## src/hdl/bb3_pkg.sv

```systemverilog
package bb3_pkg;

    typedef enum logic [2:0] {
        S_IDLE,
        S_READ,
        S_LAST,
        S_DSTART,
        S_DIV,
        S_PUSH
    } t_state;

    localparam logic OP_PIXEL = 1'b0;
    localparam logic OP_FLUSH = 1'b1;

    localparam logic REG_FRAME_WIDTH  = 1'b0;
    localparam logic REG_FRAME_HEIGHT = 1'b1;

    localparam int CH_W    = 8;
    localparam int PIX_W   = 3 * CH_W;
    localparam int SUM_W   = 12;
    localparam int CNT_W   = 4;
    localparam int NUM_W   = 13;
    localparam int DEN_W   = 5;
    localparam int CFG_W   = 16;
    localparam int ROW_W   = 16;

    typedef struct packed {
        logic             start;
        logic [CNT_W-1:0] cnt;
    } t_div_req;

    typedef struct packed {
        logic            done;
        logic [CH_W-1:0] red;
        logic [CH_W-1:0] green;
        logic [CH_W-1:0] blue;
    } t_div_rsp;

endpackage

```

## src/hdl/bb3_div.sv

```systemverilog
module bb3_div
    import bb3_pkg::*;
(
    input  logic             i_clk,
    input  logic             i_rst_n,
    input  t_div_req         i_req,
    input  logic [SUM_W-1:0] i_sum_r,
    input  logic [SUM_W-1:0] i_sum_g,
    input  logic [SUM_W-1:0] i_sum_b,
    output t_div_rsp         o_rsp
);

    // Rounded mean as (2*sum + cnt) / (2*cnt). The quotient always fits in
    // eight bits, so one shifted compare and subtract per bit suffices.
    logic [NUM_W-1:0] r_rem [3];
    logic [CH_W-1:0]  r_q [3];
    logic [DEN_W-1:0] r_den;
    logic [2:0]       r_bit;
    logic             r_busy;
    logic             r_done;
    logic             r_zero;
    logic [NUM_W-1:0] dsh;
    logic [SUM_W-1:0] sums [3];

    assign sums[0] = i_sum_r;
    assign sums[1] = i_sum_g;
    assign sums[2] = i_sum_b;
    assign dsh = NUM_W'(r_den) << r_bit;

    always_ff @(posedge i_clk) begin
        if (!i_rst_n) begin
            r_busy <= 1'b0;
            r_done <= 1'b0;
        end else begin
            r_done <= 1'b0;
            if (i_req.start) begin
                r_busy <= 1'b1;
            end else if (r_busy && r_bit == 3'd0) begin
                r_busy <= 1'b0;
                r_done <= 1'b1;
            end
        end
    end

    always_ff @(posedge i_clk) begin
        if (i_req.start) begin
            r_den  <= {i_req.cnt, 1'b0};
            r_zero <= (i_req.cnt == '0);
            r_bit  <= 3'd7;
            for (int ch = 0; ch < 3; ch++) begin
                r_rem[ch] <= {sums[ch], 1'b0} + NUM_W'(i_req.cnt);
                r_q[ch]   <= '0;
            end
        end else if (r_busy) begin
            r_bit <= r_bit - 3'd1;
            for (int ch = 0; ch < 3; ch++) begin
                if (r_rem[ch] >= dsh) begin
                    r_rem[ch]      <= r_rem[ch] - dsh;
                    r_q[ch][r_bit] <= 1'b1;
                end
            end
        end
    end

    assign o_rsp.done  = r_done;
    assign o_rsp.red   = r_zero ? '0 : r_q[0];
    assign o_rsp.green = r_zero ? '0 : r_q[1];
    assign o_rsp.blue  = r_zero ? '0 : r_q[2];

endmodule

```

## config.mk

```make
export PLATFORM = sky130hd
export DESIGN_NAME = bb3_div
export DESIGN_NICKNAME = d
export VERILOG_FILES = /design/src/hdl/bb3_pkg.sv /design/src/hdl/bb3_div.sv
export SDC_FILE = /design/constraint.sdc
export NUM_CORES = 1
export LEC_CHECK = 0
export BUFFER_PORTS_ARGS = -buffer_cell sky130_fd_sc_hd__buf_2
export CAP_MARGIN = 20
export CORE_ASPECT_RATIO = 1.75
export CORE_UTILIZATION = 43
export CTS_CLUSTER_SIZE = 8
export DETAILED_ROUTE_END_ITERATION = 8
export SLEW_MARGIN = 20
export SYNTH_ARGS = -nofsm -noshare
export SYNTH_HDL_FRONTEND = slang
export SYNTH_SLANG_ARGS = --single-unit
```

## constraint.sdc

```tcl
create_clock -name i_clk -period 10.59 [get_ports i_clk]
set_clock_uncertainty 0.05 [all_clocks]
set_input_delay 1.059 -clock i_clk [delete_from_list [all_inputs] [get_ports i_clk]]
set_output_delay 1.059 -clock i_clk [all_outputs]
set_load 0.01 [all_outputs]
```

==> flow_summary.toml <==
[cts]
cts_buffers = 9
clk_pin_slew_ns = 0.06
post_cts_buffers = 0
clock_sinks = 71
ctsHoldBuffers = 0
cts_max_path_buffers = 2
cts_tree = "yes"
insertion_delay_ns = 0.34
cts_root_buffer = "clkbuf_16"
h-tree-depth = 3
cts_resized = 0

[synth]
syn_nets = 656
synth_area_um2 = 5530
async_flop_share = 0
ys_seq_area_frac = 0.377
synth_ff_type = "edfxtp_1"
yosys_warnings = 0
ys_ff_latch = 71
synth_edf_count = 66
synth_cells = 563
synth.distinct_cells = 52
avgSynthCellArea_um2 = 9.82

[finish]
n_fill_cell = 1156
drive_above_1_share = 0.179
multi_input_area_um2 = 3230
final_common_cell = "buf_2"
diodes = 0
layoutNonFillerInstCount = 795
syn_to_final_growth_pct = 13.4
fin_nets = 715
register_area_um2 = 2080
layout_common_cells = "buf_2 (67), edfxtp_1 (66), nand2_1 (52)"

[detailed_routing]
vias = 4401
drc = 0
drt_wl_total_um = 13400
post_drt_wl_per_cell_um = 16.8
viasPerCell = 5.54
drt_pre_antenna_iters = 6
drt_iter0_drc = 232
ant_nets = 0

[global_route]
grt_max_degree = 73
grt_usage = 0.210
grt_pass1_wl_um = 21300
gr-total-overflow = 0
antenna_found_initial = 0
grt_pass1_vias = 4319

[timing]
period_share = 0.454
rsz0062_at_grt = "false"
slew_viol_final = 0
max-slew-margin-rel = 0.509
final.min_clock_period_ns = 4.81
fin_tns_setup_ns = 0
fmaxAchievable_ghz = 0.208
hold_viol_final = 0
setup_viol = 0
tightestPinTransition_ns = 0.736

[hold_path]
hold_start = "r_rem[0][25]"
hold_path_end = "r_rem[0][25]"
min_path_type = "reg2reg"
hold_depth = 2

[placement]
portBuffers = 67
place.gp.congestion = 0.932
placedCellCount = 779
hpwl_um = 10400

[critical_path]
required_ns = 10.62
crit_family = "compound AO/OA/AOI/OAI gates"
r2r_slack_ns = 5.78
crit_top_cell = "o21ai_0"
r2r-end = "r_rem[0][38]"
cp.arrival_ns = 4.83
ff2ff_path_depth = 13
timing.rr.start = "r_bit[1]"
cp-end-kind = "register"
cp.buffers_inverters = 2
critPathSlowestCell = "dfxtp_1"
critPathLaunchType = "register"
critPathKind = "reg2reg"
cpPeakStageDelay_ns = 0.74
cp_cell_sequence = "mux2_2, nand2_1, o21ai_0, a22oi_1, ha_1, nand4_1, o21ai_0, a32oi_1, nand3_1, o41ai_4, buf_4, inv_2, mux2i_1"
critPathMaxFanout = 72

[floorplanning]
die_w_um = 87.7
ios = 68
die_area_um2 = 13300
fp-row-count = 54
start_util = 0.442
core_area_um2 = 12500
die_y_um = 152

[power_and_ir_drop]
vdd_drop_max_mv = 0.0778
p_per_area_nw_per_um2 = 169
total_leakage_power_nw = 2.72

[flow_run]
maxCapViolations = 0

[outcome]
status = "finished clean"
-- layout make-up --
type | instances | share of cell area
Clock buffer | 9 | 0.0359
Clock inverter | 7 | 0.0140
Inverter | 23 | 0.0138
Multi-Input combinational cell | 449 | 0.516
Sequential cell | 71 | 0.332
Tap cell | 168 | 0.0335
Timing Repair Buffer | 68 | 0.0547
-- kinds of logic (layout without fill, tap and decap cells) --
family / count (synthesis) / in the layout / share of synthesized area
buffers and inverters: 43 / 107 / 0.0387
and+or+nand+nor: 179 / 179 / 0.163
xor gates and xnor gates: 56 / 56 / 0.0887
muxes: 5 / 5 / 0.00928
DFF: 71 / 71 / 0.377
AOI/OAI and AO/OA: 159 / 159 / 0.207
adders and majority gates: 50 / 50 / 0.117
-- worst register-to-register path: stages (launching register included) --
cell and delay, ns:
dfxtp_1 0.74, mux2_2 0.44, nand2_1 0.08, o21ai_0 0.11
a22oi_1 0.47, ha_1 0.39, nand4_1 0.12, o21ai_0 0.13
a32oi_1 0.26, nand3_1 0.22, o41ai_4 0.38, buf_4 0.63
inv_2 0.34, mux2i_1 0.20
-- per-stage QoR --
stage               power, mW  instance area (µm²)  hold slack (ns)  setup slack (ns)   util
CTS                      1.06                 6270            0.621              5.74  0.501
floorplan               0.648                 5530            0.568              6.85      -
global placement        0.735                 5950            0.589              5.90  0.476
global route             1.12                 6270            0.662              5.38  0.501
detailed placement      0.740                 5950            0.611              5.76  0.476
finish                   1.06                 6270            0.627              5.78  0.501
-- registers in the layout (all words and copies together) (netlist names) --
register  flops
r_done        1
r_zero        1
r_busy        1
r_q          24
r_bit         3
r_den         4
r_rem        37
-- power by group --
part           internal [mW]  total (mW)  switching (mW)
Clock                  0.204       0.320           0.116
Combinational          0.152       0.367           0.215
Sequential             0.351       0.371          0.0197
-- cell usage after synthesis (4+ instances only) --
cell      instances  share of area
xnor2_1          38          0.060
a21oi_2          15          0.024
mux2i_1           4         0.0072
ha_1             47           0.11
o211ai_1          7         0.0095
a21oi_1          24          0.022
a41o_1            4         0.0072
nand3_1          13          0.012
a31o_2            8          0.013
nor2_1           33          0.022
nor2b_1          33          0.037
nand2_1          52          0.035
o21a_1           10          0.014
o21ai_0          27          0.024
edfxtp_1         66           0.36
nand2b_1          6         0.0068
xor2_1           18          0.029
nor3_1            9         0.0081
nand4_1          11          0.012
a21o_1           36          0.049
inv_1            22          0.015
o31ai_1           5         0.0068
o21ai_1           4         0.0036
dfxtp_1           5          0.018
buf_6             6          0.012
clkbuf_1         11         0.0075
and3_1            7         0.0079
-- per-layer routing --
layer	vias up	wire, µm	GRT usage	part of all wire
met4	0	485	0.0976	0.036
li1	2189	-	-	-
met2	132	7400	0.395	0.55
met5	-	0	0	0
met3	36	425	0.0288	0.032
met1	2044	5070	0.222	0.38
-- worst max path at each step --
stage,startpoint,endpoint,slack (ns),cells past startpoint
finish,r_bit[1],r_rem[0][38],5.78,13
global route,r_bit[1],r_rem[0][38],5.38,13
CTS,r_bit[1],r_rem[0][38],5.74,13
detailed placement,r_bit[1],r_rem[0][38],5.76,13
global placement,r_bit[1],r_rem[0][38],5.90,13
floorplan,r_bit[1],r_rem[0][38],6.85,13
Note: power is estimated with default switching activity, not from simulation.
